### config.mk
export PLATFORM = sky130hd
export DESIGN_NAME = dns_a_record_extractor
export DESIGN_NICKNAME = d
export VERILOG_FILES = /design/src/design/dae_pkg.sv /design/src/design/dae_front.sv /design/src/design/dae_queue.sv /design/src/design/dae_back.sv /design/src/design/dns_a_record_extractor.sv
export SDC_FILE = /design/constraint.sdc
export NUM_CORES = 1
export LEC_CHECK = 0
export ABC_AREA = 1
export BUFFER_PORTS_ARGS = -buffer_cell sky130_fd_sc_hd__buf_2
export CAP_MARGIN = 5
export CORE_UTILIZATION = 43
export CTS_CLUSTER_SIZE = 12
export DETAILED_ROUTE_END_ITERATION = 8
export GPL_TIMING_DRIVEN = 0
export MAX_ROUTING_LAYER = met4
export PLACE_DENSITY = 0.6
export SLEW_MARGIN = 20
export SYNTH_ARGS = -nofsm -noshare
export SYNTH_HDL_FRONTEND = slang
export SYNTH_HIERARCHICAL = 1
export SYNTH_SLANG_ARGS = --single-unit
### constraint.sdc
create_clock -name clk -period 9.18 [get_ports clk]
set_input_delay 0 -clock clk [delete_from_list [all_inputs] [get_ports clk]]
set_output_delay 0 -clock clk [all_outputs]
set_load 0.05 [all_outputs]
### src/design/dae_pkg.sv
package dae_pkg;

  // Event queue between parser and output stage
  localparam int DAE_QDEPTH = 4;
  localparam int DAE_QAW    = $clog2(DAE_QDEPTH);

  // Header and record field constants
  localparam int          DAE_HDR_LAST    = 11;
  localparam int          DAE_QFIXED_LAST = 3;
  localparam int          DAE_AFIXED_LAST = 9;
  localparam int          DAE_ADDR_LAST   = 3;
  localparam int          DAE_QR_BIT      = 15;
  localparam logic [15:0] DAE_RCODE_MASK  = 16'h000F;
  localparam logic [7:0]  DAE_PTR_MASK    = 8'hC0;
  localparam logic [15:0] DAE_TYPE_A      = 16'h0001;
  localparam logic [15:0] DAE_CLASS_IN    = 16'h0001;
  localparam logic [15:0] DAE_A_RDLEN     = 16'd4;

  // End-of-packet status codes
  typedef enum logic [2:0] {
    ST_OK       = 3'd0,
    ST_SHORT    = 3'd1,
    ST_NOT_RESP = 3'd2,
    ST_RCODE    = 3'd3,
    ST_TRUNC    = 3'd4
  } dae_status_t;

  // Result kinds
  typedef enum logic {
    KIND_ADDR   = 1'b0,
    KIND_STATUS = 1'b1
  } dae_kind_t;

  // Parser phases, one-hot
  typedef enum logic [11:0] {
    PH_HEADER = 12'b0000_0000_0001,
    PH_QNAME  = 12'b0000_0000_0010,
    PH_QLABEL = 12'b0000_0000_0100,
    PH_QPTR   = 12'b0000_0000_1000,
    PH_QFIXED = 12'b0000_0001_0000,
    PH_ANAME  = 12'b0000_0010_0000,
    PH_ALABEL = 12'b0000_0100_0000,
    PH_APTR   = 12'b0000_1000_0000,
    PH_AFIXED = 12'b0001_0000_0000,
    PH_AADDR  = 12'b0010_0000_0000,
    PH_ASKIP  = 12'b0100_0000_0000,
    PH_DONE   = 12'b1000_0000_0000
  } dae_phase_t;

  // One queued event: an address record, a status, or both
  typedef struct packed {
    logic        have_addr;
    logic [31:0] addr;
    logic [31:0] ttl;
    logic        have_status;
    dae_status_t status;
  } dae_evt_t;

  // Queue status seen by the top level and the output stage
  typedef struct packed {
    logic full;
    logic empty;
  } dae_qstat_t;

endpackage

### src/design/dae_front.sv
module dae_front
  import dae_pkg::*;
(
  input  logic       clk,
  input  logic       rst_n,
  input  logic       byte_valid,
  input  logic [7:0] packet_byte,
  input  logic       end_of_packet,
  output logic       evt_valid,
  output dae_evt_t   evt
);

  dae_phase_t  phase_r, phase_nxt;
  logic [3:0]  idx_r, idx_nxt;
  logic [15:0] qleft_r, qleft_nxt;
  logic [15:0] aleft_r, aleft_nxt;
  logic [15:0] flags_r, flags_nxt;
  logic [15:0] rtype_r, rtype_nxt;
  logic [15:0] rclass_r, rclass_nxt;
  logic [31:0] ttl_r, ttl_nxt;
  logic [15:0] rdlen_r, rdlen_nxt;
  logic [15:0] skip_r, skip_nxt;
  logic [31:0] acc_r, acc_nxt;
  dae_status_t lstat_r, lstat_nxt;

  dae_phase_t  p_phase;
  logic [3:0]  p_idx;
  dae_status_t p_lstat;
  logic        have_addr;
  dae_status_t status;

  // Per-byte parse step
  always_comb begin
    p_phase    = phase_r;
    p_idx      = idx_r;
    p_lstat    = lstat_r;
    qleft_nxt  = qleft_r;
    aleft_nxt  = aleft_r;
    flags_nxt  = flags_r;
    rtype_nxt  = rtype_r;
    rclass_nxt = rclass_r;
    ttl_nxt    = ttl_r;
    rdlen_nxt  = rdlen_r;
    skip_nxt   = skip_r;
    acc_nxt    = acc_r;
    have_addr  = 1'b0;

    case (phase_r)
      PH_HEADER: begin
        case (idx_r)
          4'd2, 4'd3: flags_nxt = {flags_r[7:0], packet_byte};
          4'd4, 4'd5: qleft_nxt = {qleft_r[7:0], packet_byte};
          4'd6, 4'd7: aleft_nxt = {aleft_r[7:0], packet_byte};
          default: ;
        endcase
        if (idx_r >= 4'(DAE_HDR_LAST)) begin
          p_idx = '0;
          if (!flags_r[DAE_QR_BIT]) begin
            p_lstat = ST_NOT_RESP;
            p_phase = PH_DONE;
          end else if ((flags_r & DAE_RCODE_MASK) != '0) begin
            p_lstat = ST_RCODE;
            p_phase = PH_DONE;
          end else if (qleft_r != '0) begin
            p_phase = PH_QNAME;
          end else begin
            p_phase = (aleft_r != '0) ? PH_ANAME : PH_DONE;
          end
        end else begin
          p_idx = idx_r + 4'd1;
        end
      end
      PH_QNAME, PH_ANAME: begin
        if (packet_byte == '0) begin
          p_idx   = '0;
          p_phase = (phase_r == PH_QNAME) ? PH_QFIXED : PH_AFIXED;
        end else if ((packet_byte & DAE_PTR_MASK) == DAE_PTR_MASK) begin
          p_phase = (phase_r == PH_QNAME) ? PH_QPTR : PH_APTR;
        end else begin
          skip_nxt = {8'd0, packet_byte};
          p_phase  = (phase_r == PH_QNAME) ? PH_QLABEL : PH_ALABEL;
        end
      end
      PH_QLABEL, PH_ALABEL: begin
        skip_nxt = skip_r - 16'd1;
        if (skip_nxt == '0) begin
          p_phase = (phase_r == PH_QLABEL) ? PH_QNAME : PH_ANAME;
        end
      end
      PH_QPTR: begin
        p_idx   = '0;
        p_phase = PH_QFIXED;
      end
      PH_APTR: begin
        p_idx   = '0;
        p_phase = PH_AFIXED;
      end
      PH_QFIXED: begin
        if (idx_r >= 4'(DAE_QFIXED_LAST)) begin
          p_idx     = '0;
          qleft_nxt = qleft_r - 16'd1;
          if (qleft_nxt != '0) begin
            p_phase = PH_QNAME;
          end else begin
            p_phase = (aleft_r != '0) ? PH_ANAME : PH_DONE;
          end
        end else begin
          p_idx = idx_r + 4'd1;
        end
      end
      PH_AFIXED: begin
        // type, class, TTL, rdlength, all big-endian
        if (idx_r < 4'd2) begin
          rtype_nxt = {rtype_r[7:0], packet_byte};
        end else if (idx_r < 4'd4) begin
          rclass_nxt = {rclass_r[7:0], packet_byte};
        end else if (idx_r < 4'd8) begin
          ttl_nxt = {ttl_r[23:0], packet_byte};
        end else begin
          rdlen_nxt = {rdlen_r[7:0], packet_byte};
        end
        if (idx_r >= 4'(DAE_AFIXED_LAST)) begin
          p_idx = '0;
          if (rtype_r == DAE_TYPE_A && rclass_r == DAE_CLASS_IN &&
              rdlen_nxt == DAE_A_RDLEN) begin
            acc_nxt = '0;
            p_phase = PH_AADDR;
          end else if (rdlen_nxt == '0) begin
            aleft_nxt = aleft_r - 16'd1;
            p_phase   = (aleft_nxt != '0) ? PH_ANAME : PH_DONE;
          end else begin
            skip_nxt = rdlen_nxt;
            p_phase  = PH_ASKIP;
          end
        end else begin
          p_idx = idx_r + 4'd1;
        end
      end
      PH_AADDR: begin
        acc_nxt = {acc_r[23:0], packet_byte};
        if (idx_r >= 4'(DAE_ADDR_LAST)) begin
          p_idx     = '0;
          have_addr = 1'b1;
          aleft_nxt = aleft_r - 16'd1;
          p_phase   = (aleft_nxt != '0) ? PH_ANAME : PH_DONE;
        end else begin
          p_idx = idx_r + 4'd1;
        end
      end
      PH_ASKIP: begin
        skip_nxt = skip_r - 16'd1;
        if (skip_nxt == '0) begin
          aleft_nxt = aleft_r - 16'd1;
          p_phase   = (aleft_nxt != '0) ? PH_ANAME : PH_DONE;
        end
      end
      default: ;
    endcase
  end

  // End-of-packet status and return to header phase
  always_comb begin
    if (p_phase == PH_HEADER) begin
      status = ST_SHORT;
    end else if (p_lstat != ST_OK) begin
      status = p_lstat;
    end else if (p_phase != PH_DONE) begin
      status = ST_TRUNC;
    end else begin
      status = ST_OK;
    end

    if (end_of_packet) begin
      phase_nxt = PH_HEADER;
      idx_nxt   = '0;
      lstat_nxt = ST_OK;
    end else begin
      phase_nxt = p_phase;
      idx_nxt   = p_idx;
      lstat_nxt = p_lstat;
    end
  end

  // Event toward the queue
  always_comb begin
    evt_valid       = byte_valid && (have_addr || end_of_packet);
    evt.have_addr   = have_addr;
    evt.addr        = acc_nxt;
    evt.ttl         = ttl_r;
    evt.have_status = end_of_packet;
    evt.status      = status;
  end

  // Control state
  always_ff @(posedge clk) begin
    if (!rst_n) begin
      phase_r <= PH_HEADER;
      idx_r   <= '0;
      lstat_r <= ST_OK;
    end else if (byte_valid) begin
      phase_r <= phase_nxt;
      idx_r   <= idx_nxt;
      lstat_r <= lstat_nxt;
    end
  end

  // Field registers, always overwritten before use
  always_ff @(posedge clk) begin
    if (byte_valid) begin
      qleft_r  <= qleft_nxt;
      aleft_r  <= aleft_nxt;
      flags_r  <= flags_nxt;
      rtype_r  <= rtype_nxt;
      rclass_r <= rclass_nxt;
      ttl_r    <= ttl_nxt;
      rdlen_r  <= rdlen_nxt;
      skip_r   <= skip_nxt;
      acc_r    <= acc_nxt;
    end
  end

endmodule

### src/design/dae_queue.sv
module dae_queue
  import dae_pkg::*;
(
  input  logic       clk,
  input  logic       rst_n,
  input  logic       wr_en,
  input  dae_evt_t   wr_data,
  input  logic       rd_en,
  output dae_evt_t   rd_data,
  output dae_qstat_t stat
);

  dae_evt_t           mem [DAE_QDEPTH];
  logic [DAE_QAW-1:0] wptr_r, wptr_nxt;
  logic [DAE_QAW-1:0] rptr_r, rptr_nxt;
  logic [DAE_QAW:0]   cnt_r, cnt_nxt;
  logic               do_wr, do_rd;

  assign stat.full  = (cnt_r == (DAE_QAW+1)'(DAE_QDEPTH));
  assign stat.empty = (cnt_r == '0);
  assign do_wr      = wr_en && !stat.full;
  assign do_rd      = rd_en && !stat.empty;
  assign rd_data    = mem[rptr_r];

  // Pointer and count update
  always_comb begin
    wptr_nxt = do_wr ? wptr_r + 1'b1 : wptr_r;
    rptr_nxt = do_rd ? rptr_r + 1'b1 : rptr_r;
    cnt_nxt  = cnt_r;
    if (do_wr && !do_rd) begin
      cnt_nxt = cnt_r + 1'b1;
    end else if (do_rd && !do_wr) begin
      cnt_nxt = cnt_r - 1'b1;
    end
  end

  always_ff @(posedge clk) begin
    if (!rst_n) begin
      wptr_r <= '0;
      rptr_r <= '0;
      cnt_r  <= '0;
    end else begin
      wptr_r <= wptr_nxt;
      rptr_r <= rptr_nxt;
      cnt_r  <= cnt_nxt;
    end
  end

  always_ff @(posedge clk) begin
    if (do_wr) begin
      mem[wptr_r] <= wr_data;
    end
  end

endmodule

### src/design/dae_back.sv
module dae_back
  import dae_pkg::*;
(
  input  logic        clk,
  input  logic        rst_n,
  input  dae_evt_t    q_data,
  input  dae_qstat_t  q_stat,
  output logic        q_pop,
  input  logic        pop,
  output logic        empty,
  output logic        result_kind,
  output logic [31:0] ipv4_address,
  output logic [31:0] time_to_live,
  output logic [2:0]  packet_status,
  output logic        last_of_run
);

  dae_evt_t cur_r;
  logic     valid_r, valid_nxt;
  logic     addr_sent_r, addr_sent_nxt;
  logic     show_addr;
  logic     word_done;
  logic     load;

  // Address word goes first when an event carries both
  assign show_addr = cur_r.have_addr && !addr_sent_r;
  assign word_done = valid_r && pop;
  assign load      = !valid_r || (word_done && !(show_addr && cur_r.have_status));
  assign q_pop     = load && !q_stat.empty;

  always_comb begin
    valid_nxt     = valid_r;
    addr_sent_nxt = addr_sent_r;
    if (load) begin
      valid_nxt     = !q_stat.empty;
      addr_sent_nxt = 1'b0;
    end else if (word_done) begin
      addr_sent_nxt = 1'b1;
    end
  end

  always_ff @(posedge clk) begin
    if (!rst_n) begin
      valid_r     <= 1'b0;
      addr_sent_r <= 1'b0;
    end else begin
      valid_r     <= valid_nxt;
      addr_sent_r <= addr_sent_nxt;
    end
  end

  always_ff @(posedge clk) begin
    if (q_pop) begin
      cur_r <= q_data;
    end
  end

  // Result word fields
  always_comb begin
    empty = !valid_r;
    if (show_addr) begin
      result_kind   = KIND_ADDR;
      ipv4_address  = cur_r.addr;
      time_to_live  = cur_r.ttl;
      packet_status = ST_OK;
      last_of_run   = !cur_r.have_status;
    end else begin
      result_kind   = KIND_STATUS;
      ipv4_address  = '0;
      time_to_live  = '0;
      packet_status = cur_r.status;
      last_of_run   = 1'b1;
    end
  end

endmodule

### src/design/dns_a_record_extractor.sv
// DNS A-record extractor. Reply bytes enter at one per clock on the in_ queue
// interface, in_end_of_packet marking the last byte. The parser checks the
// header, skips questions, and for each IN A answer with rdlength 4 emits an
// address word (address and TTL); at the end mark it emits a status word
// (ok, short header, not a response, error rcode, truncated) and rearms for
// the next reply. A byte is taken every cycle while in_full is low; results
// pass through a 4-entry event queue to an output stage that delivers one
// word per cycle while out_pop is high, so a byte that yields both an address
// and a status gives two output words. in_full rises only when that queue
// fills because out_pop is held low or such double words pile up. A record's
// word passes through the queue and the output register to the out_ ports.
module dns_a_record_extractor
  import dae_pkg::*;
(
  input  logic        clk,
  input  logic        rst_n,
  input  logic        in_push,
  output logic        in_full,
  input  logic [7:0]  in_packet_byte,
  input  logic        in_end_of_packet,
  output logic        out_empty,
  input  logic        out_pop,
  output logic        out_result_kind,
  output logic [31:0] out_ipv4_address,
  output logic [31:0] out_time_to_live,
  output logic [2:0]  out_packet_status,
  output logic        out_last_of_run
);

  logic       byte_valid;
  logic       evt_valid;
  dae_evt_t   evt;
  dae_evt_t   q_data;
  dae_qstat_t q_stat;
  logic       q_pop;

  assign in_full    = q_stat.full;
  assign byte_valid = in_push && !q_stat.full;

  dae_front u_front (
    .clk           (clk),
    .rst_n         (rst_n),
    .byte_valid    (byte_valid),
    .packet_byte   (in_packet_byte),
    .end_of_packet (in_end_of_packet),
    .evt_valid     (evt_valid),
    .evt           (evt)
  );

  dae_queue u_queue (
    .clk     (clk),
    .rst_n   (rst_n),
    .wr_en   (evt_valid),
    .wr_data (evt),
    .rd_en   (q_pop),
    .rd_data (q_data),
    .stat    (q_stat)
  );

  dae_back u_back (
    .clk           (clk),
    .rst_n         (rst_n),
    .q_data        (q_data),
    .q_stat        (q_stat),
    .q_pop         (q_pop),
    .pop           (out_pop),
    .empty         (out_empty),
    .result_kind   (out_result_kind),
    .ipv4_address  (out_ipv4_address),
    .time_to_live  (out_time_to_live),
    .packet_status (out_packet_status),
    .last_of_run   (out_last_of_run)
  );

endmodule

# Word level (Yosys, flattened, before mapping)
# Memory sizes are Yosys's and may differ from the RTL's. A register that Yosys moved wholly into a read port is not among the register bits.
# Index checks and enable logic that the tools add are counted.
[totals] latchBits=0 wordCells=197 output_inout_bits=71 mem_bits_rw=276 mem_bits_ro=0 memories=1 input_bits=13 ff_bits=204
[op_classes] n_mul=0 n_eq_ne=36 n_bitwise=3 shift=0 addsub=8 n_lt_le_gt_ge=6 muxes=70 reduce_logical=56 n_div=0
[memory_table] name="u_queue.mem" depth=4 word_bits=69 rd=1 rd_ports_with_merged_regs=1 wr=1 line_no="dae_queue.sv:13" rtl="dae_evt_t mem [DAE_QDEPTH];"
[op_table] cell="two-way mux 16 bit" n=17
[op_table] cell="two-way mux 12 bit" n=17
[op_table] cell="two-way mux 32 bit" n=4
[op_table] cell="one-hot mux 12 bit (9 select lines)" n=1
[op_table] cell="nonzero test 16 bit" n=5
[op_table] cell="one-hot mux 16 bit (4 select lines)" n=1
[op_table] cell="one-hot mux 32 bit (2 select lines)" n=1
[op_table] cell="one-hot mux 16 bit (3 select lines)" n=1
[op_table] cell="subtractor 16 x 1 -> 16 bit (second input constant)" n=3
[op_table] cell="two-way mux 3 bit" n=11
[op_table] cell="== test 16 x 1 -> 1 bit (second input constant)" n=2
[op_table] cell="logical NOT 16 bit" n=2
[op_table] cell="one-hot mux 16 bit (2 select lines)" n=1
[op_table] cell="== test 12 x 1 -> 1 bit (second input constant)" n=2
[op_table] cell="two-way mux 4 bit" n=5
[op_table] cell="one-hot mux 4 bit (5 select lines)" n=1
[op_table] cell="== test 16 x 3 -> 1 bit (second input constant)" n=1
[op_table] cell="== test 4 x 3 -> 1 bit (second input constant)" n=4
[op_table] cell="OR reduction 2 bit" n=8
[op_table] cell="logical AND 1 bit" n=13
[op_table] cell="== test 12 x 10 -> 1 bit (second input constant)" n=1
[op_table] cell="== test 12 x 11 -> 1 bit (second input constant)" n=1
[op_table] cell="== test 12 x 2 -> 1 bit (second input constant)" n=1
[op_table] cell="== test 12 x 3 -> 1 bit (second input constant)" n=1
[op_table] cell="other kinds (43)" n=75

# Depth between registers and ports, before layout
[logic_depth] depth_word=14 mapped_depth=20 depth_no_buf=20

# Cells and area by module
# Netlist, hierarchy kept.
[modules_own_cells] mod="dae_queue" seq_area_each_um2=8468.1 n_inst=1 cells_per_inst=737 area_per_inst_um2=10725.3
[modules_own_cells] mod="dae_front" seq_area_each_um2=5365.1 n_inst=1 cells_per_inst=1162 area_per_inst_um2=9820.7
[modules_own_cells] mod="dae_back" seq_area_each_um2=2112.0 n_inst=1 cells_per_inst=225 area_per_inst_um2=2845.2
[modules_own_cells] mod="dns_a_record_extractor" seq_area_each_um2=0.0 n_inst=1 cells_per_inst=2 area_per_inst_um2=10.0

# Worst setup path before layout
# Ideal clock, no wire load.
[synth_timing] path_kind="reg2reg" startpoint="register u_queue.cnt_r[0]" endpoint="memory u_queue/mem[0][0] (netlist bit) (enable)" setup_ps=497 t_arrival_ps=5844 synth_period_minus_slack_ps=6340 path_slack_ps=2840 stages_incl_launch_ff=10 n_path_buf=1 required_time_ps=8683 cell_sequence="dfxtp_1 -> nor2_1 -> nand2_1 -> inv_1 -> nor2_2 -> clkinv_1 -> clkbuf_1 -> a21oi_1 -> nand2_1 -> nor2_1"
[synth_via] elab_chain_len=7
[synth_lines] item="start, declared" line_no="dae_queue.sv:16" rtl="logic [DAE_QAW:0] cnt_r, cnt_nxt;"
[synth_lines] item="start signal, assigned" line_no="dae_queue.sv:45" rtl="cnt_r <= cnt_nxt;"
[synth_lines] item="== test 3 bit" line_no="dae_queue.sv:19" rtl="assign stat.full = (cnt_r == (DAE_QAW+1)'(DAE_QDEPTH));"
[synth_lines] item="named net in_full" line_no="dns_a_record_extractor.sv:18" rtl="output logic in_full,"
[synth_lines] item="logical NOT 1 bit" line_no="dns_a_record_extractor.sv:38" rtl="assign byte_valid = in_push && !q_stat.full;"
[synth_lines] item="logical AND 1 bit" line_no="dns_a_record_extractor.sv:38"
[synth_lines] item="named net byte_valid" line_no="dns_a_record_extractor.sv:30" rtl="logic byte_valid;"
[synth_lines] item="logical AND 1 bit" line_no="dae_front.sv:186" rtl="evt_valid = byte_valid && (have_addr || end_of_packet);"
[synth_lines] item="named net evt_valid" line_no="dns_a_record_extractor.sv:31" rtl="logic evt_valid;"
[synth_lines] item="logical AND 1 bit" line_no="dae_queue.sv:21" rtl="assign do_wr = wr_en && !stat.full;"
[synth_lines] item="two-way mux 1 bit" line_no="dae_queue.sv:50" rtl="if (do_wr) begin"
[synth_lines] item="two-way mux 1 bit (not written as such)" line_no="dae_queue.sv:51" rtl="mem[wptr_r] <= wr_data;"
[synth_lines] item="end, declared" line_no="dae_queue.sv:13"
# The timed path passes the listed nets, and every way through them passes these cells.

# Worst setup path in the final report
[layout_timing] startpoint="register u_queue.cnt_r[0]" endpoint="memory u_queue/mem[1][45] (netlist bit) (enable)"
[layout_via] elab_chain_len=7
[layout_lines] item="== test 3 bit" line_no="dae_queue.sv:19"
[layout_lines] item="logical NOT 1 bit" line_no="dns_a_record_extractor.sv:38"
[layout_lines] item="logical AND 1 bit" line_no="dns_a_record_extractor.sv:38"
[layout_lines] item="named net byte_valid" line_no="dns_a_record_extractor.sv:30"
[layout_lines] item="logical AND 1 bit" line_no="dae_front.sv:186"
[layout_lines] item="named net evt_valid" line_no="dns_a_record_extractor.sv:31"
[layout_lines] item="logical AND 1 bit" line_no="dae_queue.sv:21"
[layout_lines] item="two-way mux 1 bit" line_no="dae_queue.sv:50"
[layout_lines] item="two-way mux 1 bit (not written as such)" line_no="dae_queue.sv:51"
# The timed path passes the listed nets, and every way through them passes these cells.

==> flow_summary.json <==
{
  "dp_hpwl_um": 38800,
  "critical_path_at_ns": 4.23,
  "wl_per_cell_um": 18.7,
  "fmax_mhz": 255,
  "hold_violations": 0,
  "globalRouteTotalUtil_pct": 21.3,
  "area_delta_synth_final_pct": 16.1,
  "die_h_um": 235,
  "finish.utilization_pct": 50.5,
  "antenna_found_initial": 0,
  "insertion_delay_ns": 0.62,
  "fin_crit_sh_pct": 42.8,
  "drt.antenna.violating_nets": 0,
  "final.setup_skew_ns": 0.0216,
  "grt_first_pass_wirelength_um": 88900,
  "synth_area_mm2": 0.0234,
  "h-tree-depth": 2,
  "worst-endpoint-required_ns": 9.49,
  "period_needed_ns": 3.92,
  "die_area_mm2": 0.0554,
  "reg2reg_depth": 11,
  "ff2ff_setup_slack_ns": 5.26,
  "synth-seq-cells": 541,
  "number_of_stages_on_the_worst_hold_path": 4,
  "route.detailed.vias_per_inst": 5.26,
  "max_slew_margin_pct": 41.4,
  "synth_sequential_area_ratio_pct": 68.1,
  "n_antenna_cell": 0,
  "power.static_leakage_nw": 10.3,
  "detailroute.via_count": 16000,
  "io-pin-count": 84,
  "ir_drop_v": 0.000200,
  "first_iter_violations": 1292,
  "report.power.total_mw": 7.48,
  "synth_cell_types": 44,
  "path_max_fanout": 22,
  "overflow": 0,
  "drc_errors": 0,
  "synth_enable_flop_cells": 511,
  "synth_common_cells": "511 x sky130_fd_sc_hd__edfxtp_1, 348 x sky130_fd_sc_hd__nor2_1, 321 x sky130_fd_sc_hd__nand2_1",
  "hold_path_class": "input pin to flop",
  "row_count": 85,
  "crit-reg2reg-capture": "u_queue/mem[1][45]",
  "floorplan.initialDensity_pct": 43.5,
  "synth_nets": 2155,
  "first_global_vias": 15700,
  "tritoncts": "done",
  "ys.warnings.count": 6,
  "coreArea_mm2": 0.0538,
  "critical_path.endpoint_type": "flop",
  "clk_pin_slew_worst_paths_ns": 0.06,
  "timing.critical_path.from": "u_queue/cnt_r[0]",
  "synth_largest_type_area_fraction_pct": 65.6,
  "ctsResizeCount": 0,
  "worst_setup_timing_slack_at_the_placement_stage_ns": 5.15,
  "criticalPathCategory": "flop to flop",
  "grt_start_max_net_pins": 29,
  "die_w_um": 235,
  "endpoint_with_the_worst_hold_slack": "u_queue/cnt_r[2]",
  "synth_top_cells_by_area": "sky130_fd_sc_hd__edfxtp_1 66%, sky130_fd_sc_hd__nor2_1 5.6%, sky130_fd_sc_hd__nand2_1 5.1%",
  "slew_at_the_pin_closest_to_its_max_slew_limit_ns": 0.878,
  "synthesis.instances": 2126,
  "final_number_of_max_transition_violations": 0,
  "critPathLaunchType": "flop",
  "min_from": "rst_n",
  "wl_um": 56800,
  "clock-sinks": 541,
  "cts-buffers-inserted": 55,
  "worst_slack_ns": 5.26,
  "share_of_post_route_cells_with_drive_strength_above_1_pct": 14.2,
  "drt_first_pass_iters": 5,
  "post-synth-top-count-cell": "sky130_fd_sc_hd__edfxtp_1",
  "worstReg2RegStart": "u_queue/cnt_r[0]",
  "numPortBuffers": 83,
  "async_flop_share_pct": 0,
  "powerDensity_mw_per_mm2": 275,
  "cts_buffer_depth": 3,
  "fin_setup_tns_ns": 0,
  "run_status": "finished, final reports clean",
  "setup_repair_after_global_routing_missed_its_margin": "no",
  "globalplace.congestion": 0.948,
  "final-setup-viol-count": 0,
  "max_cap_violations": 0,
  "dominant_register_cell_in_the_synthesized_netlist": "sky130_fd_sc_hd__edfxtp_1",
  "leading_area_contributor_after_synthesis": "sky130_fd_sc_hd__edfxtp_1",
  "design.final.nets": 2335,
  "synth_area_per_cell_um2": 11.0,
  "clockRootBuffer": "sky130_fd_sc_hd__clkbuf_16"
}
-- routing by layer --
| layer | wire length [um] | global-route usage, % |
|---|---|---|
| met5 | 0 | - |
| met4 | 1470 | 6.22 |
| met3 | 3320 | 3.39 |
| met2 | 27200 | 34.2 |
| met1 | 24800 | 28.1 |
-- repair_timing --
item,4_1_cts,5_1_grt
hold buffers,14,0
endpoints found under the hold margin,85,0
buffers inserted,0,0
setup endpoints to repair,0,0
-- where the power goes --
group	total, mW	leakage (nW)	internal [mW]	switching (mW)
sequential	3.22	4.95	3.13	0.0939
clock	2.17	0.845	1.24	0.925
combinational	2.10	4.49	0.561	1.53
total	7.48	10.3	4.93	2.55
-- cells in the final DEF (no fill, tap or decap), drive strengths merged, types with 4 or more instances in the layout --
master	instances
buf	152
o21ai	210
inv	241
nor3	23
o211ai	7
xor2	7
a21oi	28
edfxtp	511
nand4	16
nor2	402
o22ai	96
dfxtp	30
dlygate4sd3	14
a31oi	6
nand2	330
ha	15
nand3	95
nor4	8
a2bb2oi	4
clkinv	12
clkbuf	114
nand3b	9
-- cell type report --
| cell class | instances | area [um2] |
|---|---|---|
| buffer | 72 | 479 |
| clock buffer | 85 | 1580 |
| clock inverter | 12 | 150 |
| fill | 4775 | 26600 |
| inverter | 243 | 915 |
| multi-input combinational | 1270 | 6140 |
| sequential | 541 | 15900 |
| tap | 696 | 871 |
| timing repair buffer | 123 | 1080 |
-- how the worst max path moves through the flow --
stage	to	slack (ns)
after floorplan	u_queue/mem[0][0]	2.84
final	u_queue/mem[1][45]	5.26
after global routing	u_queue/mem[1][50]	4.95
after global placement	u_queue/mem[0][50]	-0.85
after CTS	u_front/rclass_r[11]	5.12
after detailed placement	u_front/rclass_r[8]	5.15
-- logic make-up after synthesis --
family,share of synthesized area (%)
adder cells (fa/ha/maj),0.888
flip-flops,68.1
buffers and inverters,5.96
XOR/XNOR,0.374
AND/OR/NAND/NOR,16.2
AO/OA/AOI/OAI,8.49
-- worst max-delay path, cell delays in order, from the launching register on --
cell and delay, ns:
sky130_fd_sc_hd__dfxtp_1 0.39, sky130_fd_sc_hd__nor2_1 0.08, sky130_fd_sc_hd__nand2_1 0.13, sky130_fd_sc_hd__inv_1 0.16, sky130_fd_sc_hd__nor2_4 0.42, sky130_fd_sc_hd__clkinv_1 0.42
sky130_fd_sc_hd__clkbuf_1 0.37, sky130_fd_sc_hd__a21oi_1 0.29, sky130_fd_sc_hd__nand2_1 0.29, sky130_fd_sc_hd__nor2_4 0.57, sky130_fd_sc_hd__buf_16 0.25, sky130_fd_sc_hd__buf_12 0.20
-- through the flow --
step	instance area, um2	cells	hold slack [ns]
6_report	27200	3042	0.328
5_1_grt	27200	3042	0.322
4_1_cts	27200	3042	0.292
3_5_place_dp	25300	2931	0.320
3_3_place_gp	24700	2905	0.309
2_1_floorplan	23400	2126	0.0989
-- state kept, by name (all words and copies together), names as in the netlist, 2 cells and up, named ones only --
name and count:
u_queue/wptr_r 2, u_front/skip_r 16, u_front/rdlen_r 16, u_front/aleft_r 16, u_queue/mem 276, u_back/cur_r 69, u_front/lstat_r 3, u_front/rtype_r 16
u_front/flags_r 6, u_queue/rptr_r 2, u_front/phase_r 12, u_front/ttl_r 32, u_front/rclass_r 16, u_front/idx_r 4, u_front/acc_r 32, u_front/qleft_r 16
u_queue/cnt_r 3
Note: power is estimated with default switching activity, not from simulation.
